### src/hdl/mesh_address_abbreviation_encoder_assert.svh
// Assertion macros used by the encoder's top-level RTL file.
`ifndef MESH_ADDRESS_ABBREVIATION_ENCODER_ASSERT_SVH
`define MESH_ADDRESS_ABBREVIATION_ENCODER_ASSERT_SVH

// Same-cycle implication, sampled on clk, off while rst_n is low.
`define MAAE_ASSERT_IMP(label, a, b) \
  label: assert property (@(posedge clk) disable iff (!rst_n) (a) |-> (b)) \
    else $error("implication failed");

// Next-cycle implication, sampled on clk, off while rst_n is low.
`define MAAE_ASSERT_NEXT(label, a, b) \
  label: assert property (@(posedge clk) disable iff (!rst_n) (a) |=> (b)) \
    else $error("next-cycle implication failed");

`endif

### src/hdl/maae_pkg.sv
// Types, codes and helper functions of the address abbreviation encoder.
`default_nettype none
package maae_pkg;

  localparam int unsigned CacheEntriesDef = 1024;
  localparam int unsigned SlotRows = 256;

  localparam logic [1:0] CMD_ENCODE     = 2'd0;
  localparam logic [1:0] CMD_SET_SENDER = 2'd1;
  localparam logic [1:0] CMD_UNSET      = 2'd2;
  localparam logic [1:0] CMD_CLEAR_PREV = 2'd3;

  localparam logic [7:0] CODE_SELF   = 8'h04;
  localparam logic [7:0] CODE_PREV   = 8'h03;
  localparam logic [7:0] CODE_BCAST  = 8'h0f;
  localparam logic [7:0] CODE_FULL   = 8'h08;
  localparam logic [7:0] CODE_PREFIX = 8'h06;
  localparam logic [7:0] MIN_FIRST   = 8'h10;

  typedef struct packed {
    logic [1:0]  cmd;
    logic [63:0] addr_w0;
    logic [63:0] addr_w1;
    logic [63:0] addr_w2;
    logic [63:0] addr_w3;
  } in_item_t;

  typedef struct packed {
    logic [7:0] out_byte;
    logic       last;
    logic       status;
  } out_item_t;

  typedef struct packed {
    logic load;
    logic clear;
    logic decide;
    logic emit;
  } ctl_t;

  typedef struct packed {
    logic clear_done;
    logic emit_done;
  } sts_t;

  // Floor of log2, capped at 24 bits of address prefix.
  function automatic int unsigned cache_lg(input int unsigned n);
    int unsigned lg;
    lg = 0;
    while (lg < 24 && (n >> (lg + 1)) != 0) lg++;
    return lg;
  endfunction

endpackage
`default_nettype wire

### src/hdl/maae_ctrl.sv
// Controller state machine of the encoder.
`default_nettype none
module maae_ctrl import maae_pkg::*; (
  input  wire logic       clk,
  input  wire logic       rst_n,
  input  wire logic       start,
  input  wire logic [1:0] cmd,
  input  wire sts_t       sts,
  output ctl_t            ctl,
  output logic            busy
);
  localparam logic [2:0] S_IDLE   = 3'd0;
  localparam logic [2:0] S_CLEAR  = 3'd1;
  localparam logic [2:0] S_LOOK   = 3'd2;
  localparam logic [2:0] S_DECIDE = 3'd3;
  localparam logic [2:0] S_EMIT   = 3'd4;

  logic [2:0] state_r, state_nxt;

  always_comb begin
    state_nxt  = state_r;
    ctl        = '0;
    busy       = 1'b1;
    unique case (state_r)
      S_IDLE: begin
        busy     = 1'b0;
        ctl.load = start;
        if (start && cmd == CMD_ENCODE) state_nxt = S_LOOK;
      end
      S_CLEAR: begin
        ctl.clear = 1'b1;
        if (sts.clear_done) state_nxt = S_IDLE;
      end
      S_LOOK: state_nxt = S_DECIDE;
      S_DECIDE: begin
        ctl.decide = 1'b1;
        state_nxt  = S_EMIT;
      end
      S_EMIT: begin
        ctl.emit = 1'b1;
        if (sts.emit_done) state_nxt = S_IDLE;
      end
      default: state_nxt = S_IDLE;
    endcase
  end

  always_ff @(posedge clk) begin
    if (!rst_n) state_r <= S_CLEAR;
    else state_r <= state_nxt;
  end
endmodule
`default_nettype wire

### config.mk
export PLATFORM = sky130hd
export DESIGN_NAME = maae_ctrl
export DESIGN_NICKNAME = d
export VERILOG_FILES = /design/src/hdl/mesh_address_abbreviation_encoder_assert.svh /design/src/hdl/maae_pkg.sv /design/src/hdl/maae_ctrl.sv
export SDC_FILE = /design/constraint.sdc
export NUM_CORES = 1
export LEC_CHECK = 0
export BUFFER_PORTS_ARGS = -buffer_cell sky130_fd_sc_hd__buf_2
export CAP_MARGIN = 40
export CORE_AREA = 2 2 39 41
export CTS_BUF_LIST = sky130_fd_sc_hd__clkbuf_16
export CTS_CLUSTER_DIAMETER = 100
export DETAILED_ROUTE_END_ITERATION = 8
export DIE_AREA = 0 0 41 43
export REMOVE_ABC_BUFFERS = 1
export SYNTH_ARGS = -nofsm -noshare
export SYNTH_HDL_FRONTEND = slang
export SYNTH_SLANG_ARGS = --single-unit
### constraint.sdc
create_clock -name clk -period 1.2 [get_ports clk]
set_input_delay 0.06 -clock clk [delete_from_list [all_inputs] [get_ports clk]]
set_output_delay 0.06 -clock clk [all_outputs]
set_load 0.1 [all_outputs]
==> results of run 1 <==
-- cell usage in the layout (no fill, tap or decap), drive strengths merged --
master | Yosys | routed
buf | 0 | 14
inv | 2 | 3
clkbuf | 0 | 3
nor3b | 3 | 3
dfxtp | 3 | 3
nor2 | 2 | 2
or3 | 1 | 1
and3b | 1 | 1
nor4b | 1 | 1
o21a | 1 | 1
o211a | 1 | 1
or4b | 1 | 1
o311ai | 1 | 1
-- Yosys cell counts (all sizes together) --
library cell  count
nor2              2
o311ai            1
o211a             1
inv               2
o21a              1
nor3b             3
and3b             1
nor4b             1
or3               1
or4b              1
dfxtp             3
-- power groups by stage --
stage               registers [uW]  clock network [uW]  logic (uW)
floorplan                      110                   0        75.6
global placement               109                   0         122
detailed placement             109                   0         122
CTS                            108                 531         133
global route                   108                 541         143
finish                         107                 518         137
-- path summary, 6_finish.rpt --
check                           startpoint         end  cells after the start
worst max-delay path            state_r[1]      ctl[3]                      3
worst min register to register  state_r[2]  state_r[0]                      1
worst max register to register  state_r[1]  state_r[0]                      3
worst min-delay path                 rst_n  state_r[0]                      2
-- final cells by class --
cell class / instances / area, sq um
Tap cell: 16 / 20.0
Fill cell: 147 / 941
Clock buffer: 3 / 75.1
Multi-Input combinational cell: 12 / 126
Clock inverter: 1 / 3.75
Timing Repair Buffer: 14 / 144
Inverter: 2 / 7.51
Sequential cell: 3 / 66.3
-- cell families after synthesis --
family / Yosys count
AOI/OAI and AO/OA: 3
buffers and inverters: 2
DFF: 3
and+or+nand+nor: 9
-- critical path: stages (launching register included) --
cell	delay (ps)
dfxtp_4	330
or3_4	400
nor2_4	110
buf_12	180
-- routing by layer --
layer	vias to the layer above	GRT usage	share of wire
li1	102	-	-
met1	94	0.0447	0.28
met2	7	0.131	0.62
met3	2	0.0471	0.077
met4	0	0.0800	0.013
met5	-	0	0
-- per-stage QoR --
stage,TNS [ps],hold slack [ps],total power (uW)
floorplan,-4370,151,185
global placement,0,304,230
detailed placement,0,306,231
CTS,-216,75.0,772
global route,-243,84.1,791
finish,-159,71.5,763
-- repair_timing --
| item | CTS | global route |
|---|---|---|
| endpoints found under the setup margin | 4 | 5 |
| endpoints found under the hold margin | 0 | 0 |
| gates resized for setup | 9 | 4 |
| buffers inserted | 0 | 1 |
| pin swaps | 1 | 4 |
==> results.sh, run 1 <==
export IMPL_grt_pass1_wl_microns=821
export IMPL_ys_seq_area_frac=0.378
export IMPL_grt_overflow=0
export IMPL_reg_top3="state_r (3)"
export IMPL_start_kind="register"
export IMPL_fin_cells=51
export IMPL_hpwlAfterDp_microns=346
export IMPL_synthAdderAreaFrac=0
export IMPL_vias=205
export IMPL_hold_viol_final=0
export IMPL_synth_seq_cells=3
export IMPL_htreeDepth=1
export IMPL_finalCritPeriodShare=1.08
export IMPL_yosys_top_cells_area="dfxtp_1, nor3b_1, and3b_2, o211a_1, or4b_1"
export IMPL_cts_sinks=3
export IMPL_synthSimpleGateAreaFrac=0.409
export IMPL_dieArea_sq_um=1760
export IMPL_diodes=0
export IMPL_syn2layout_area_growth_pct=179
export IMPL_finalSetupViolCount=2
export IMPL_portBuffers=11
export IMPL_rsz0062_at_grt="true"
export IMPL_fin_ws_ps=-101
export IMPL_grt_pass1_vias=229
export IMPL_cts_root_buf="clkbuf_16"
export IMPL_p_sw_frac=0.233
export IMPL_grt_max_degree=9
export IMPL_core_sq_um=1380
export IMPL_synth_xor_area_frac=0
export IMPL_drive_gt1_frac=0.714
export IMPL_synth_area_mux_share=0
export IMPL_worst_pin_slew_ps=278
export IMPL_largest_register_ffs=3
export IMPL_status="complete, but fails checks"
export IMPL_crit_type="reg -> out"
export IMPL_drv_slew=0
export IMPL_synth_top_family_by_area="simple AND/OR/NAND/NOR gates"
export IMPL_vias_per_cell=4.02
export IMPL_combPwrFrac=0.180
export IMPL_io_pins=12
export IMPL_placed_cells=46
export IMPL_seqPwrFrac=0.141
export IMPL_slew_headroom=0.812
export IMPL_yosysWarnings=0
export IMPL_required_ps=1140
export IMPL_synth_top_area_cell="dfxtp_1"
export IMPL_reg2reg_setup_slack_ps=20
export IMPL_grt_antenna_before_repair=0
export IMPL_syn_inst=17
export IMPL_syn_cell_area_sq_um=159
export IMPL_end_kind="output port"
export IMPL_drtAntennaViolNets=0
export IMPL_ys_types=11
export IMPL_crit_fanout=3
export IMPL_clk_pin_slew_ps=30
export IMPL_finalCriticalPeriod_ps=1300
export IMPL_switching_power_uw=178
export IMPL_leakage_uw=0.000201
export IMPL_clk_path_buf_depth=2
export IMPL_detail_route_wl_per_cell_microns=9.39
export IMPL_arrival_ps=1240
export IMPL_cts_tree="done"
export IMPL_drt_first_iter_violations=0
export IMPL_avgSynthCellArea_sq_um=9.35
export IMPL_dieHeight_microns=43
export IMPL_irDropWorstVdd_mv=0.625
export IMPL_hold_path_class="in -> reg"
export IMPL_powerDensity_nw_per_um2=1720
export IMPL_dp_slack_ps=44.6
export IMPL_routabilityCongestion=0.652
export IMPL_pwr_share_clk=0.679
export IMPL_routed_wl_microns=479
export IMPL_clk_latency_ps=220
export IMPL_synth_top_cell_area_share=0.378
export IMPL_rows=14
export IMPL_cts_hold_buf=0
export IMPL_fmax_ghz=0.769
export IMPL_regMostFlops="state_r"
export IMPL_drtPass1Iterations=1
export IMPL_skew_ps=0.399
export IMPL_internal_power_uw=585
export IMPL_start_util=0.115
export IMPL_place_area_sq_um=309
export IMPL_violations="negative setup slack"
export IMPL_synth_compound_area_share=0.165
export IMPL_final_area_sq_um=443
export IMPL_final_util=0.320
export IMPL_route_detailed_drc=0
export IMPL_die_width_microns=41
export IMPL_nNetsFinal=43
export IMPL_cts_buffers=3
export IMPL_globalRouteTotalUtil=0.0772
export IMPL_max_cap_violations=0
No activity file was read; power rests on OpenSTA's default activity.
==> inputs of run 2 (changes only) <==
--- a/config.mk
+++ b/config.mk
@@ -5,6 +5,7 @@
 export SDC_FILE = /design/constraint.sdc
 export NUM_CORES = 1
 export LEC_CHECK = 0
+export ABC_AREA = 1
 export BUFFER_PORTS_ARGS = -buffer_cell sky130_fd_sc_hd__buf_2
 export CAP_MARGIN = 40
 export CORE_AREA = 2 2 39 41
==> results.sh, run 2 <==
export IMPL_fin_cells=63
export IMPL_clk_pin_slew_ps=30
export IMPL_synth_main_ff_cell="dfxtp_1"
export IMPL_final_util=0.333
export IMPL_skew_ps=1.10
export IMPL_synth_top_area_cell="dfxtp_1"
export IMPL_grt_pass1_vias=209
export IMPL_rr_startpoint="state_r[0]"
export IMPL_avgSynthCellArea_sq_um=5.77
export IMPL_finalSetupViolCount=1
export IMPL_drv_slew=0
export IMPL_ys_types=10
export IMPL_hold_path_class="in -> reg"
export IMPL_synth_xor_area_frac=0
export IMPL_drt_first_iter_violations=8
export IMPL_htreeDepth=1
export IMPL_vias=241
export IMPL_post_cts_repair_setup_buffers=0
export IMPL_die_width_microns=41
export IMPL_nNetsFinal=55
export IMPL_clk_path_buf_depth=2
export IMPL_synth_top_cell_area_share=0.336
export IMPL_rr_endpoint="state_r[1]"
export IMPL_synth_area_mux_share=0
export IMPL_yosysMostFrequentCell="inv_1"
export IMPL_route_detailed_drc=0
export IMPL_finalCritPeriodShare=1.01
export IMPL_async_flop_share=0
export IMPL_dp_slack_ps=121
export IMPL_cts_hold_buf=0
export IMPL_grt_antenna_before_repair=0
export IMPL_cts_root_buf="clkbuf_16"
export IMPL_reg2reg_setup_slack_ps=330
export IMPL_crit_type="reg -> out"
export IMPL_hpwlAfterDp_microns=369
export IMPL_worst_pin_slew_ps=222
export IMPL_irDropWorstVdd_mv=0.605
export IMPL_powerDensity_nw_per_um2=1890
export IMPL_critical_path_max_stage_delay_ps=330
export IMPL_io_pins=12
export IMPL_fillers=149
export IMPL_status="complete, but fails checks"
export IMPL_rows=14
export IMPL_core_sq_um=1380
export IMPL_largest_register_ffs=3
export IMPL_cts_buffers=3
export IMPL_final_common_cell="inv_1"
export IMPL_grt_pass1_wl_microns=765
export IMPL_ys_seq_area_frac=0.336
export IMPL_fmax_ghz=0.829
export IMPL_synth_seq_cells=3
export IMPL_syn_inst=31
export IMPL_max_cap_violations=0
export IMPL_synth_commonest_cells="inv_1, nor2_1, nand3_1"
export IMPL_yosysWarnings=0
export IMPL_setup_worst_path_start="state_r[0]"
export IMPL_synth_compound_area_share=0.0280
export IMPL_path_cells="inv_4, nand2_4, nor2_4, inv_2, nor2_4, buf_12"
export IMPL_routabilityCongestion=0.586
export IMPL_critPathBufInv=3
export IMPL_rsz0062_at_grt="true"
export IMPL_dieArea_sq_um=1760
export IMPL_path_depth=6
export IMPL_leakage_uw=0.000226
export IMPL_synth_top_family_by_area="simple AND/OR/NAND/NOR gates"
export IMPL_routed_wl_microns=506
export IMPL_yosys_top_cells_area="dfxtp_1, inv_1, nor2_1, nand3_1, nand2_1"
export IMPL_dieHeight_microns=43
export IMPL_hold_viol_final=0
export IMPL_multi_input_area_sq_um=114
export IMPL_globalRouteTotalUtil=0.0733
export IMPL_cp_top_family="flip-flops"
export IMPL_sequential_cell_area_sq_um=63.8
export IMPL_syn2layout_area_growth_pct=157
export IMPL_drtAntennaViolNets=0
export IMPL_grt_max_degree=8
export IMPL_synth_edf_count=0
export IMPL_vias_per_cell=3.83
export IMPL_diodes=0
export IMPL_final_cell_mix="inv_1, buf_2, buf_12, nand3_1"
export IMPL_crit_fanout=4
export IMPL_arrival_ps=1150
export IMPL_grt_overflow=0
export IMPL_slew_headroom=0.851
export IMPL_drtPass1Iterations=3
export IMPL_start_util=0.129
export IMPL_synthSimpleGateAreaFrac=0.427
export IMPL_end_kind="output port"
export IMPL_portBuffers=11
export IMPL_finalCriticalPeriod_ps=1210
export IMPL_syn_cell_area_sq_um=179
export IMPL_placed_cells=59
export IMPL_cts_sinks=3
export IMPL_drive_gt1_frac=0.596
export IMPL_cts_tree="done"
export IMPL_detail_route_wl_per_cell_microns=8.03
export IMPL_required_ps=1140
export IMPL_start_kind="register"
export IMPL_clk_latency_ps=220
export IMPL_crit_end="ctl[3]"
export IMPL_violations="negative setup slack"
export IMPL_fin_tns_setup_ps=-6.74
export IMPL_reg_top3="state_r (3)"
export IMPL_cp_slowest_cell="dfxtp_2"
export IMPL_path_common_cell="nor2_4"
export IMPL_regMostFlops="state_r"
export IMPL_reg2reg_depth=5
export IMPL_fin_ws_ps=-6.74
export IMPL_synthAdderAreaFrac=0
## run 2: worst register-to-register path, cell delays in order, from the launching register on
cell and delay, ps:
dfxtp_2 360, inv_4 60, nor2_2 90, nand3_1 100
nand4_1 110, nor2_1 50
## run 2: layer usage
metal  track usage  vias up  share of wire
met5             0        -              0
met4        0.0800        0          0.034
met3        0.0733        2           0.11
met2        0.0781        7           0.56
met1        0.0707      106           0.29
li1              -      126              -
## run 2: what timing repair did
action,in CTS,in global routing
resized for setup,4,12
setup endpoints to repair,4,5
pin swaps,1,0
gates cloned,0,0
## run 2: layout make-up
type | instances | area share
Clock buffer | 3 | 0.163
Clock inverter | 1 | 0.00815
Inverter | 10 | 0.0924
Multi-Input combinational cell | 18 | 0.247
Sequential cell | 3 | 0.139
Tap cell | 16 | 0.0435
Timing Repair Buffer | 12 | 0.307
## run 2: cell families after synthesis
logic type | after synthesis
simple gates | 17
buf+inv | 10
flops | 3
compound gates | 1
## run 2: where the power goes
group / leakage, uW / total, uW / switching [uW] / internal (uW)
registers: 0.0000254 / 120 / 11.7 / 109
logic: 0.000158 / 232 / 148 / 84.6
clock network: 0.0000423 / 520 / 90.6 / 430
## run 2: through the flow
stage	hold WS [ps]	power, uW	instance area (sq um)
3_3_place_gp	270	327	337
3_5_place_dp	270	328	337
4_1_cts	41.5	863	425
5_1_grt	59.8	906	460
2_1_floorplan	145	246	179
6_report	36.3	873	460
## run 2: how the worst min path moves through the flow
stage | from | to | slack [ps] | cells after the start
after floorplan | rst_n | state_r[0] | 140 | 1
after global placement | rst_n | state_r[0] | 270 | 2
after detailed placement | rst_n | state_r[0] | 270 | 2
after CTS | rst_n | state_r[0] | 40 | 2
after global routing | rst_n | state_r[0] | 60 | 2
final | rst_n | state_r[0] | 40 | 2
==> inputs of run 3 (changes only) <==
--- a/config.mk
+++ b/config.mk
@@ -13,6 +13,7 @@
 export CTS_CLUSTER_DIAMETER = 100
 export DETAILED_ROUTE_END_ITERATION = 8
 export DIE_AREA = 0 0 41 43
+export HOLD_SLACK_MARGIN = 0.15
 export REMOVE_ABC_BUFFERS = 1
 export SYNTH_ARGS = -nofsm -noshare
 export SYNTH_HDL_FRONTEND = slang
==> results.sh, run 3 (synthesis gave the netlist of run 2 again) <==
export IMPL_diodes=0
export IMPL_reg2reg_setup_slack_ps=330
export IMPL_io_pins=12
export IMPL_grt_pass1_vias=212
export IMPL_finalSetupViolCount=1
export IMPL_drtAntennaViolNets=0
export IMPL_drv_slew=0
export IMPL_arrival_ps=1150
export IMPL_finalCritPeriodShare=1.01
export IMPL_routed_wl_microns=507
export IMPL_skew_ps=1.10
export IMPL_cts_buffers=3
export IMPL_final_cell_mix="inv_1, buf_2, buf_12, nand3_1"
export IMPL_rows=14
export IMPL_max_cap_violations=0
export IMPL_nNetsFinal=56
export IMPL_finalCriticalPeriod_ps=1210
export IMPL_fin_ws_ps=-6.72
export IMPL_drive_gt1_frac=0.583
export IMPL_largest_register_ffs=3
export IMPL_regMostFlops="state_r"
export IMPL_syn2layout_area_growth_pct=163
export IMPL_cts_sinks=3
export IMPL_clk_latency_ps=220
export IMPL_grt_pass1_wl_microns=772
export IMPL_grt_max_degree=8
export IMPL_powerDensity_nw_per_um2=1860
export IMPL_rr_endpoint="state_r[1]"
export IMPL_vias=245
export IMPL_vias_per_cell=3.83
export IMPL_status="complete, but fails checks"
export IMPL_route_detailed_drc=0
export IMPL_grt_antenna_before_repair=0
export IMPL_crit_type="reg -> out"
export IMPL_crit_fanout=4
export IMPL_drt_first_iter_violations=8
export IMPL_min_path_cells=4
export IMPL_dieHeight_microns=43
export IMPL_m1WireLength_microns=160
export IMPL_clk_pin_slew_ps=30
export IMPL_cts_tree="done"
export IMPL_final_util=0.340
export IMPL_rsz0062_at_grt="true"
export IMPL_slew_headroom=0.851
export IMPL_globalRouteTotalUtil=0.0733
export IMPL_reg2reg_depth=5
export IMPL_hpwlAfterDp_microns=369
export IMPL_met2WireLength_microns=287
export IMPL_hold_viol_final=0
export IMPL_path_common_cell="nor2_4"
export IMPL_worstHoldStart="sts[1]"
export IMPL_dieArea_sq_um=1760
export IMPL_final_area_sq_um=470
export IMPL_cp_slowest_cell="dfxtp_2"
export IMPL_place_area_sq_um=337
export IMPL_leakage_uw=0.000230
export IMPL_start_util=0.129
export IMPL_core_sq_um=1380
export IMPL_top_layer="met4"
export IMPL_dp_slack_ps=121
export IMPL_hold_path_class="in -> reg"
export IMPL_detail_route_wl_per_cell_microns=7.92
export IMPL_dr_wl_met3_microns=41
export IMPL_cp_top_family="flip-flops"
export IMPL_fmax_ghz=0.829
export IMPL_worst_pin_slew_ps=222
export IMPL_path_cells="inv_4, nand2_4, nor2_4, inv_2, nor2_4, buf_12"
export IMPL_fin_tns_setup_ps=-6.72
export IMPL_hold_path_end="state_r[0]"
export IMPL_reg_top3="state_r (3)"
export IMPL_final_common_cell="inv_1"
export IMPL_routabilityCongestion=0.586
export IMPL_cts_root_buf="clkbuf_16"
export IMPL_htreeDepth=1
export IMPL_critical_path_max_stage_delay_ps=330
export IMPL_end_kind="output port"
export IMPL_die_width_microns=41
export IMPL_violations="negative setup slack"
export IMPL_drtPass1Iterations=3
export IMPL_clk_path_buf_depth=2
export IMPL_critPathBufInv=3
export IMPL_required_ps=1140
export IMPL_rr_startpoint="state_r[0]"
export IMPL_grt_overflow=0
export IMPL_irDropWorstVdd_mv=0.604
export IMPL_portBuffers=11
export IMPL_start_kind="register"
[run 3: cell count changes in the layout (fill, tap and decap cells not counted), sizes merged]
cell         delta
dlygate4sd3     +1
[run 3: cell type report]
| cell class | count | area, sq um |
|---|---|---|
| multi-input combinational | 18 | 114 |
| clock buffer | 3 | 75.1 |
| tap | 16 | 20.0 |
| timing repair buffer | 13 | 151 |
| inverter | 10 | 42.5 |
| fill | 148 | 913 |
| clock inverter | 1 | 3.75 |
| sequential | 3 | 63.8 |
[run 3: stage by stage]
step	power [uW]	hold slack (ps)	cells
floorplan	246	145	31
global placement	327	270	59
detailed placement	328	270	59
CTS	865	152	64
global route	909	177	64
finish	875	145	64
[run 3: tightest hold or removal path, stage by stage]
cell,delay [ps]
buf_2,70
inv_1,30
nand3_1,90
nand3_1,70
[run 3: power by group]
part / switching, uW / leakage [uW] / total, uW / internal (uW)
clock: 90.5 / 0.0000423 / 520 / 430
combinational: 148 / 0.000162 / 235 / 86.8
sequential: 11.7 / 0.0000254 / 120 / 109
total: 250 / 0.000230 / 875 / 625
[run 3: timing repair]
action                     in CTS  in global routing
hold endpoints to repair        3                  0
pin swaps                       1                  0
hold buffers                    1                  0
setup endpoints to repair       4                  5
buffers inserted                0                  0
resized for setup               4                 12
[run 3: how the worst max path moves through the flow]
stage	start	endpoint	slack, ps	cells past startpoint
finish	state_r[0]	ctl[3]	-7	6
global route	state_r[0]	ctl[3]	-50	6
CTS	state_r[2]	ctl[0]	-30	3
detailed placement	state_r[0]	ctl[3]	120	6
global placement	state_r[2]	ctl[3]	140	6
floorplan	state_r[2]	ctl[0]	-1300	2
[run 3: routing by layer]
layer,vias to the layer above,track usage
met1,108,0.0772
met5,-,0
li1,128,-
met3,2,0.0628
met4,0,0.0800
met2,7,0.0781
